`src/rtl/tssms_div.sv`:
```
// Iterative unsigned divider, one quotient bit per cycle.
// Standalone; used by the shift median block for row bounds and pivot picks.
`default_nettype none

module tssms_div #(
	parameter int W = 16
) (
	input  wire logic         clk,
	input  wire logic         arst_n,
	input  wire logic         start,
	input  wire logic [W-1:0] num,
	input  wire logic [W-1:0] den,
	output logic              done,
	output logic [W-1:0]      quo,
	output logic [W-1:0]      rem
);

	localparam int CNT_W = $clog2(W + 1);

	logic             busy_q;
	logic [CNT_W-1:0] cnt_q;
	logic             done_q;
	logic [W-1:0]     quo_q;
	logic [W-1:0]     rem_q;
	logic [W-1:0]     den_q;
	logic [W:0]       shifted;
	logic             fits;

	assign shifted = {rem_q, quo_q[W-1]};
	assign fits    = (shifted >= {1'b0, den_q});

	always_ff @(posedge clk or negedge arst_n) begin
		if (!arst_n) begin
			busy_q <= 1'b0;
			cnt_q  <= '0;
			done_q <= 1'b0;
		end else begin
			done_q <= 1'b0;
			if (start) begin
				busy_q <= 1'b1;
				cnt_q  <= CNT_W'(W);
			end else if (busy_q) begin
				cnt_q <= cnt_q - CNT_W'(1);
				if (cnt_q == CNT_W'(1)) begin
					busy_q <= 1'b0;
					done_q <= 1'b1;
				end
			end
		end
	end

	always_ff @(posedge clk) begin
		if (start) begin
			quo_q <= num;
			rem_q <= '0;
			den_q <= den;
		end else if (busy_q) begin
			if (fits) begin
				rem_q <= W'(shifted - {1'b0, den_q});
				quo_q <= {quo_q[W-2:0], 1'b1};
			end else begin
				rem_q <= shifted[W-1:0];
				quo_q <= {quo_q[W-2:0], 1'b0};
			end
		end
	end

	assign done = done_q;
	assign quo  = quo_q;
	assign rem  = rem_q;

endmodule

`default_nettype wire
```
`config.mk`:
```
export PLATFORM = sky130hd
export DESIGN_NAME = tssms_div
export DESIGN_NICKNAME = d
export VERILOG_FILES = /design/src/rtl/tssms_div.sv
export SDC_FILE = /design/constraint.sdc
export NUM_CORES = 1
export LEC_CHECK = 0
export BUFFER_PORTS_ARGS = -buffer_cell sky130_fd_sc_hd__buf_2
export CAP_MARGIN = 0
export CORE_MARGIN = 2
export CORE_UTILIZATION = 45
export DETAILED_ROUTE_END_ITERATION = 12
export PLACE_DENSITY = 0.68
export SLEW_MARGIN = 5
export SYNTH_ARGS = -nofsm -noshare
export SYNTH_HDL_FRONTEND = slang
export SYNTH_SLANG_ARGS = --single-unit
```
`constraint.sdc`:
```
create_clock -name clk -period 3.85 [get_ports clk]
set_clock_uncertainty 0.1 [all_clocks]
set_input_delay 0 -clock clk [delete_from_list [all_inputs] [get_ports clk]]
set_output_delay 0 -clock clk [all_outputs]
set_load 0.005 [all_outputs]
```
==> results of run 1 <==
==> through the flow <==
| step | std cells | area, um^2 | util | setup slack, ps |
|---|---|---|---|---|
| floorplan | 289 | 3138 | - | 1463 |
| finish | 471 | 3974 | 0.5881 | 1231 |
| global placement | 429 | 3538 | 0.5237 | 1306 |
| CTS | 471 | 3974 | 0.5881 | 1240 |
| global route | 471 | 3974 | 0.5881 | 973.8 |
| detailed placement | 429 | 3538 | 0.5237 | 1271 |
==> worst reg2reg max path: cells and delay by family, from the launching register on <==
kind | cells | cell delay [ps]
mux | 1 | 340
compound gates | 5 | 1180
flops | 1 | 360
fa+ha+maj | 1 | 360
buf+inv | 1 | 200
==> layout make-up <==
type,instances,area [um^2],area share
multi-input cells,199,1526,0.3841
flip-flops and latches,55,1456,0.3665
repair buffers,105,705.7,0.1776
well taps,80,100.1,0.02519
inverters,24,90.09,0.02267
clock buffers,5,68.82,0.01732
clock inverters,3,26.28,0.006612
==> cell usage in the layout, fill, tap and decap left out, types with 2 or more instances in the layout <==
master	count
dlygate4sd3_1	34
edfxtp_1	32
xor2_1	4
mux2i_1	10
nor3b_1	2
or3b_2	2
xnor2_1	11
nand2b_1	4
o31ai_1	2
nand2_1	10
o221ai_1	2
or3_1	2
o311ai_0	2
a31oi_1	2
buf_2	67
mux2_2	16
or2_2	2
nand3b_1	2
a211oi_2	2
inv_6	2
ha_1	18
dfrtp_1	7
dfxtp_1	16
nand3_1	4
inv_1	24
nand4b_1	4
buf_4	4
o21ai_0	10
a211oi_1	12
nor3_1	5
o21a_1	4
a21oi_1	12
nor2_1	25
or4b_2	2
clkbuf_8	5
a21o_1	4
and2_1	3
==> registers in the layout, summed over array words and instances, names as in the netlist <==
register,cells
cnt_q,5
quo,16
rem,16
den_q,16
done,1
busy_q,1
==> per-layer routing <==
| metal | vias to the layer above | track usage | wire [um] |
|---|---|---|---|
| li1 | 1261 | - | - |
| met1 | 1183 | 0.2476 | 3271 |
| met2 | 49 | 0.3154 | 3307 |
| met3 | 6 | 0.03507 | 208 |
| met4 | 0 | 0.04895 | 60 |
| met5 | - | 0 | 0 |
==> how the worst min path moves through the flow <==
stage,endpoint,slack [ps],cells after the start
floorplan,busy_q,-400,0
global placement,cnt_q[4],-260,1
detailed placement,done,-250,1
CTS,cnt_q[2],130,2
global route,cnt_q[2],160,2
finish,cnt_q[2],140,2
==> cells by family (layout without fill, tap and decap cells) <==
group           count (synthesis)  count (layout)
simple gates                   74              74
compound gates                 65              65
flops                          55              55
buf+inv                        35             137
mux                            26              26
fa+ha+maj                      19              19
xor+xnor                       15              15
==> report_power, final <==
part	switching, uW	internal [uW]	total, uW
Sequential	108	764	873
Combinational	567	539	1110
Clock	209	134	344
==> summary.md, run 1 <==
| Metric | Value |
|---|---|
| WP buf/inv | `1` |
| Slew at the pin closest to its max-slew limit | `734.4 ps` |
| Worst EP arrival | `2750 ps` |
| Total number of vias | `2499` |
| CTS Buffer Depth | `2` |
| Leakage | `0.001801 uW` |
| CTS Hold Bufs | `34` |
| PnR Total Power | `2323 uW` |
| Largest net degree at the start of global routing | `37` |
| Worst r2r dst | `rem[0]` |
| CP endpoint kind | `register` |
| Multiplexer area fraction after synthesis | `0.08931` |
| Final WL | `6.848 mm` |
| Root Buffer | `clkbuf_8` |
| Most numerous cell in the Yosys netlist | `edfxtp_1` |
| Total die area | `0.007657 mm^2` |
| Worst Setup SP | `rem[7]` |
| Synth top area share | `0.3062` |
| Synth warnings | `0` |
| Post-DR wirelength/cell | `14.54 um` |
| Complex-gate fraction of the synthesized area | `0.1499` |
| Total CTS buffers | `5` |
| Hold Vio Cnt, Final | `0` |
| # IOs | `68` |
| Initial antenna violation count | `0` |
| Fill count | `603` |
| Worst-path clk slew | `120 ps` |
| XOR/XNOR Fraction of Synth Area | `0.04187` |
| Final critical-path required period | `2619 ps` |
| EDFF count, synth | `32` |
| Seq/Total Area, Yosys | `0.4641` |
| Synthesized area | `0.003138 mm^2` |
| Syn_area_per_cell | `10.86 um^2` |
| Crit path max-delay cell type | `dfxtp_1` |
| Primary FF master, synth | `edfxtp_1` |
| Layout cells sized above 1 | `0.2762` |
| CTS sink count | `55` |
| Run status | `finished, final reports clean` |
| R2r setup slk | `1230 ps` |
| Antenna diode count | `0` |
| Syn Inst Count | `289` |
| WP depth | `8` |
| Yosys cell types | `57` |
| Tcrit/Tclk final | `0.6803` |
| Width of the die | `87.51 um` |
| # H-tree levels | `2` |
| Post-Synth Adder-Cell Area | `0.07815` |
| Yosys reg bits | `55` |
| Gr usage total | `0.1869` |
| Routed Antenna Nets | `0` |
| Synth cell count leaders | `32 x edfxtp_1, 25 x nor2_1, 24 x inv_1, 18 x ha_1` |
| Worst setup path endpoint | `rem[0]` |
| Global-route wire length before repair | `11.29 mm` |
| 1st-iter DRT viols | `101` |
| Die Ht | `87.51 um` |
| Crit-path max cell delay | `360 ps` |
| Core area | `0.006756 mm^2` |
| Worst vdd ir | `0.3034 mV` |
| Synth top area cells | `edfxtp_1 31%, dfxtp_1 10%, ha_1 7.2%` |
| Initial Util | `0.4644` |
| Final Max Tran Viols | `0` |
| Power per Cell Area | `584.5 mW/mm^2` |
| Max Cap Viol | `0` |
| Residual DRC | `0` |
| Area leader, netlist | `edfxtp_1` |
| Min-Delay Path Class | `input pin to register` |
| First-pass DRT Iterations | `4` |
| GP Congestion | `0.8547` |
| Hold Startpoint | `start` |
| Post-CTS setup buffer count | `0` |
| Via-per-instance ratio | `5.306` |
| Crit path max fanout | `8` |
| CP Data Required Time | `3980 ps` |
| CTS tree | `done` |
| Asr flop ratio synth | `0.1273` |
| Reg2reg start | `rem[7]` |
| Cell Rows | `30` |
| FMAX | `0.3818 GHz` |
| Total grt overflow | `0` |
| Dpl hpwl | `4.806 mm` |
| FF-to-FF path depth | `8` |
| CP Cell Sequence | `ha_1 > a211o_1 > a221oi_2 > o21ai_1 > a211oi_2 > buf_4 > mux2_2 > a211oi_1` |
| PortBufs | `67` |
| Crit path kind | `register to register` |
| # nets final | `444` |
| Setup_tns | `0 ps` |
| Vias in the first global route | `2422` |
| Post-cts sizing count | `0` |
| WHS | `136.6 ps` |
| Layout area overhead | `26.63%` |
| Skew-Pair Late Insertion Delay | `320 ps` |
| CP top delay family | `compound AO/OA/AOI/OAI gates` |
| Relative slew slack | `0.5104` |
| Largest family of logic cells by synthesized area | `compound AO/OA/AOI/OAI gates` |
| Unrepaired setup endpoints after global routing | `no` |
| Endpoints failing setup | `0` |
| Syn Nets | `343` |
| Startpoint Class | `register` |
| Synth Area in Simple Gates | `0.1272` |
Note: power is estimated with default switching activity, not from simulation.
==> inputs of run 2 (changes only) <==
Settings changed: PLACE_DENSITY 0.68 to 0.71.
Clock period 3.85 ns to 2.28 ns, I/O delays scaled along.
==> run 2 against run 1 <==
Via count increased by 8.2%. Sequential power increased by 68%. Highest routed layer unchanged. Clock power increased by 71%. The run now ends with setup timing left. Cell area increased by 14%. Global-route usage increased by 2.0 points. Die area unchanged. Routed wire length increased by 13%. Fmax increased by 8.2%. Final cell count increased by 9.3%. Sequential share of layout area decreased by 4.5 points.
==> summary.md, run 2 (synthesis gave the netlist of run 1 again) <==
| Metric | Value |
|---|---|
| Global-route wire length before repair | `12.41 mm (+10%)` |
| Via-per-instance ratio | `5.252 (-1.0%)` |
| Initial Util | `0.4644 (unchanged)` |
| Pre-CTS setup slack | `-225.7 ps (-1497 ps)` |
| Setup_tns | `-1370 ps (-1370 ps)` |
| # nets final | `488 (+9.9%)` |
| Endpoints failing setup | `16 (+16)` |
| CP endpoint kind | `register` |
| Fill count | `526 (-13%)` |
| Failing checks | `setup timing` |
| Total grt overflow | `0 (unchanged)` |
| Die Ht | `87.51 um (unchanged)` |
| WP depth | `9 (+1)` |
| Relative slew slack | `0.5701 (+0.05965)` |
| Unrepaired setup endpoints after global routing | `yes` |
| Worst EP arrival | `2570 ps (-180 ps)` |
| FMAX | `0.4132 GHz (+8.2%)` |
| PortBufs | `67 (unchanged)` |
| Vias in the first global route | `2792 (+15%)` |
| Power per Cell Area | `1039 mW/mm^2 (+78%)` |
| Crit path top cell by count | `a211oi_2` |
| CTS Buffer Depth | `2 (unchanged)` |
| Worst vdd ir | `0.5518 mV (+82%)` |
| Crit-path max cell delay | `390 ps (+30 ps)` |
| CP top delay family | `compound AO/OA/AOI/OAI gates` |
| Slew at the pin closest to its max-slew limit | `644.9 ps (-89.47 ps)` |
| Initial antenna violation count | `0 (unchanged)` |
| Crit path max fanout | `4 (-4)` |
| Total CTS buffers | `5 (unchanged)` |
| Residual DRC | `0 (unchanged)` |
| CP Data Required Time | `2430 ps (-1550 ps)` |
| Commonest non-fill, non-tap cell in the layout | `buf_2` |
| Min-Delay Path Class | `input pin to register` |
| Largest net degree at the start of global routing | `33 (-11%)` |
| WHS | `143.3 ps (+6.738 ps)` |
| Skew-Pair Late Insertion Delay | `320 ps (about the same)` |
| Cell Rows | `30 (unchanged)` |
| # IOs | `68 (unchanged)` |
| Dpl hpwl | `5.271 mm (+9.7%)` |
| Root Buffer | `clkbuf_8` |
| Total die area | `0.007657 mm^2 (unchanged)` |
| Width of the die | `87.51 um (unchanged)` |
| Leakage | `0.002032 uW (+13%)` |
| # H-tree levels | `2 (unchanged)` |
| First-pass DRT Iterations | `4 (unchanged)` |
| WP buf/inv | `2 (+1)` |
| GP Congestion | `0.9194 (+7.6%)` |
| Hold depth | `1 (-1)` |
| Post-DR wirelength/cell | `15.03 um (+3.4%)` |
| Layout area overhead | `44.50%` |
| CTS sink count | `55 (unchanged)` |
| Tcrit/Tclk final | `1.061 (+0.3812)` |
| Final critical-path required period | `2420 ps (-198.8 ps)` |
| Final WL | `7.743 mm (+13%)` |
| Worst-path clk slew | `110 ps (about the same)` |
| Core area | `0.006756 mm^2 (unchanged)` |
| Hold Vio Cnt, Final | `0 (unchanged)` |
| Final WS setup | `-140.2 ps (-1371 ps)` |
| 1st-iter DRT viols | `136 (+35%)` |
| Total number of vias | `2705 (+8.2%)` |
| Antenna diode count | `0 (unchanged)` |
| Run status | `complete, but fails checks` |
| Gr usage total | `0.2066 (+0.01968)` |
| Most frequent cells in the layout | `67 x buf_2, 45 x buf_4, 34 x dlygate4sd3_1` |
| Crit path kind | `register to register` |
| Final Max Tran Viols | `0 (unchanged)` |
| Startpoint Class | `register` |
| Routed Antenna Nets | `0 (unchanged)` |
| FF-to-FF path depth | `9 (+1)` |
| Layout cells sized above 1 | `0.4092 (+0.1330)` |
| CP Cell Sequence | `inv_2 > ha_4 > a211o_1 > a221oi_2 > o21ai_2 > a211oi_2 > buf_4 > mux2_4 > a211oi_2` |
| CTS tree | `done` |
| Max Cap Viol | `0 (unchanged)` |
| Crit path max-delay cell type | `edfxtp_1` |
run 2: metal layers:
layer / vias to the layer above / wire length, um / track usage
met3: 12 / 309 / 0.03697
li1: 1348 / - / -
met4: 0 / 108 / 0.07972
met5: - / 0 / 0
met2: 60 / 4044 / 0.3698
met1: 1285 / 3281 / 0.2452
run 2: what timing repair did:
action | in CTS | in global routing
hold buffers | 34 | 0
endpoints found under the setup margin | 15 | 17
endpoints found under the hold margin | 39 | 0
setup buffers | 4 | 1
gates resized for setup | 18 | 15
pin swaps | 17 | 9
cloned | 0 | 0
run 2: report_power, final:
part / switching [uW] / internal, uW
registers: 177 / 1290
clock network: 360 / 229
logic: 1220 / 1440
run 2: stage by stage:
step | cell area, um^2 | util | std cells | total power, uW
finish | 4534 | 0.6711 | 515 | 4712
global route | 4534 | 0.6711 | 515 | 5036
CTS | 4463 | 0.6606 | 514 | 4547
detailed placement | 3906 | 0.5781 | 468 | 3767
global placement | 3906 | 0.5781 | 468 | 3719
floorplan | 3201 | - | 289 | 2935
run 2: final timing paths:
check,to,start,slack (ps)
worst max-delay path,rem[0],den_q[8],-140
worst min-delay path,den_q[2],start,140
worst max register to register,rem[0],den_q[8],-140
max in group asynchronous,cnt_q[0],arst_n,1310
worst min register to register,cnt_q[4],cnt_q[4],450
min in group asynchronous,cnt_q[2],arst_n,530
run 2: layout make-up:
type                    instances  area, um^2  area share
well taps                      80       100.1     0.02208
multi-input cells             199        1735      0.3827
inverters                      24       90.09     0.01987
clock inverters                 3       27.53    0.006071
flip-flops and latches         55        1456      0.3212
clock buffers                   5       68.82     0.01518
repair buffers                149        1056      0.2329
==> inputs of run 3 (changes only) <==
Settings changed: CAP_MARGIN 0 to unset, SETUP_SLACK_MARGIN set to 0.4.
==> run 3 against run 2 <==
Sequential power hardly changed. Flip-flop and latch count stayed put. First-iteration DRC count is 46% higher. Sequential share of layout area is 0.45 points lower. Non-clock buffer count is 5 higher. Largest power group unchanged. Cell area is 1.4% higher. Final cell count is 0.97% higher. Register-to-register slack worse by 20 ps. Total power is 5.0% higher. Critical endpoint unchanged. The run still ends with setup timing left. Clock power hardly changed. Utilization is 0.96 points higher.
==> summary.md, run 3 (synthesis gave the netlist of run 1 again) <==
| Metric | Value |
|---|---|
| Total number of vias | `2793 (+3.3%)` |
| Power per Cell Area | `1076 mW/mm^2 (+3.5%)` |
| Worst-path clk slew | `110 ps (about the same)` |
| Initial antenna violation count | `0 (unchanged)` |
| CTS tree | `done` |
| Gr usage total | `0.2119 (+0.005292)` |
| Largest net degree at the start of global routing | `36 (+9.1%)` |
| # IOs | `68 (unchanged)` |
| Cell Rows | `30 (unchanged)` |
| Final WL | `8.140 mm (+5.1%)` |
| Total CTS buffers | `5 (unchanged)` |
| Hold depth | `2 (+1)` |
| Endpoints failing setup | `17 (+1)` |
| Layout cells sized above 1 | `0.4295 (+0.02035)` |
| Antenna diode count | `0 (unchanged)` |
| Post-DR wirelength/cell | `15.65 um (+4.1%)` |
| Hold Startpoint | `start` |
| Final WS setup | `-160.6 ps (-20.40 ps)` |
| FMAX | `0.4097 GHz (-0.84%)` |
| Core area | `0.006756 mm^2 (unchanged)` |
| Most frequent cells in the layout | `67 x buf_2, 48 x buf_4, 34 x dlygate4sd3_1` |
| Leakage | `0.002053 uW (+1.0%)` |
| Commonest non-fill, non-tap cell in the layout | `buf_2` |
| WP buf/inv | `2 (unchanged)` |
| CTS Buffer Depth | `2 (unchanged)` |
| Global-route wire length before repair | `12.69 mm (+2.2%)` |
| Run status | `complete, but fails checks` |
| Initial Util | `0.4644 (unchanged)` |
| WHS | `138.5 ps (-4.797 ps)` |
| PortBufs | `67 (unchanged)` |
| Total die area | `0.007657 mm^2 (unchanged)` |
| Min-Delay Path Class | `input pin to register` |
| Crit-path max cell delay | `390 ps (about the same)` |
| Crit path kind | `register to register` |
| Fill count | `517 (-1.7%)` |
| CP Data Required Time | `2420 ps (about the same)` |
| Routed Antenna Nets | `0 (unchanged)` |
| FF-to-FF path depth | `9 (unchanged)` |
| Width of the die | `87.51 um (unchanged)` |
| First-pass DRT Iterations | `4 (unchanged)` |
| Worst EP arrival | `2580 ps (about the same)` |
| Dpl cells | `470 (+0.43%)` |
| Startpoint Class | `register` |
| Worst r2r dst | `rem[0]` |
| Final Max Tran Viols | `0 (unchanged)` |
| 1st-iter DRT viols | `199 (+46%)` |
| Hold endpoint | `cnt_q[3]` |
| Layout area overhead | `46.57%` |
| Final non-filler cell total | `520 (+0.97%)` |
| Via-per-instance ratio | `5.371 (+2.3%)` |
| Failing checks | `setup timing` |
| Final critical-path required period | `2441 ps (+20.40 ps)` |
| Max Cap Viol | `0 (unchanged)` |
| Dpl hpwl | `5.407 mm (+2.6%)` |
| Crit path top cell by count | `a211oi_2` |
| CTS sink count | `55 (unchanged)` |
| # H-tree levels | `2 (unchanged)` |
| Die Ht | `87.51 um (unchanged)` |
| R2r setup slk | `-160 ps (-20 ps)` |
| Relative slew slack | `0.5075 (-0.06254)` |
| Hold Vio Cnt, Final | `0 (unchanged)` |
| GP Congestion | `0.8315 (-9.6%)` |
| Worst vdd ir | `0.6427 mV (+16%)` |
| Root Buffer | `clkbuf_8` |
| Vias in the first global route | `2678 (-4.1%)` |
| Unrepaired setup endpoints after global routing | `yes` |
| CP Cell Sequence | `inv_2 > ha_4 > a211o_1 > a221oi_2 > o21ai_1 > a211oi_2 > buf_4 > mux2_4 > a211oi_2` |
| Crit path max-delay cell type | `edfxtp_1` |
| Reg2reg start | `den_q[8]` |
| Tcrit/Tclk final | `1.070 (+0.008946)` |
| Total grt overflow | `0 (unchanged)` |
| Skew-Pair Late Insertion Delay | `320 ps (about the same)` |
| # nets final | `493 (+1.0%)` |
| Crit path max fanout | `3 (-1)` |
| CP top delay family | `compound AO/OA/AOI/OAI gates` |
| CP endpoint kind | `register` |
| Slew at the pin closest to its max-slew limit | `738.7 ps (+93.81 ps)` |
| Residual DRC | `0 (unchanged)` |
[run 3: changes by cell type in the layout (fill, tap and decap cells not counted), sizes merged]
| cell | change |
|---|---|
| buf | +5 |
[run 3: worst max path at each step]
stage	startpoint	to	slack (ps)	cells after the start
floorplan	den_q[8]	rem[9]	-10	10
detailed placement	den_q[8]	rem[0]	-250	9
finish	den_q[8]	rem[0]	-160	9
global route	den_q[8]	rem[0]	-280	9
CTS	den_q[8]	rem[0]	-180	9
global placement	den_q[4]	rem[9]	-170	8
[run 3: worst register-to-register path, cell delays in order, from the launching register on]
cell	delay (ps)
edfxtp_1	390
inv_2	70
ha_4	190
a211o_1	310
a221oi_2	280
o21ai_1	120
a211oi_2	220
buf_4	160
mux2_4	300
a211oi_2	210
[run 3: layout make-up]
class / instances / area, um^2 / share of cell area
clock inverters: 3 / 25.02 / 0.005441
clock buffers: 5 / 68.82 / 0.01496
inverters: 24 / 90.09 / 0.01959
repair buffers: 154 / 1101 / 0.2394
multi-input cells: 199 / 1758 / 0.3822
flip-flops and latches: 55 / 1456 / 0.3166
well taps: 80 / 100.1 / 0.02176
[run 3: repair_timing]
action	CTS	global route
buffers inserted	3	5
hold buffers	34	0
pin swaps	9	7
setup endpoints to repair	17	17
hold endpoints to repair	39	0
gates resized for setup	25	14
[run 3: layer usage]
| metal | global-route usage | vias to the layer above | share of wire |
|---|---|---|---|
| li1 | - | 1367 | - |
| met1 | 0.2777 | 1337 | 0.44 |
| met2 | 0.3588 | 81 | 0.50 |
| met3 | 0.03791 | 8 | 0.044 |
| met4 | 0.06294 | 0 | 0.010 |
| met5 | 0 | - | 0 |
[run 3: power by group]
part / total (uW) / switching [uW] / leakage (uW) / internal (uW)
Combinational: 2890 / 1290 / 0.00147 / 1600
Clock: 589 / 364 / 0.0000452 / 225
Sequential: 1470 / 176 / 0.000542 / 1290
[run 3: through the flow]
stage	power [uW]	setup TNS, ps	instance area, um^2	utilization	setup slack [ps]
CTS	4669	-1753	4493	0.6650	-181.2
finish	4948	-1592	4599	0.6807	-160.6
global placement	3740	-889.7	3934	0.5822	-166.0
detailed placement	3795	-1556	3934	0.5822	-253.3
global route	5258	-3468	4599	0.6807	-281.6
floorplan	2945	-14.46	3213	-	-14.46
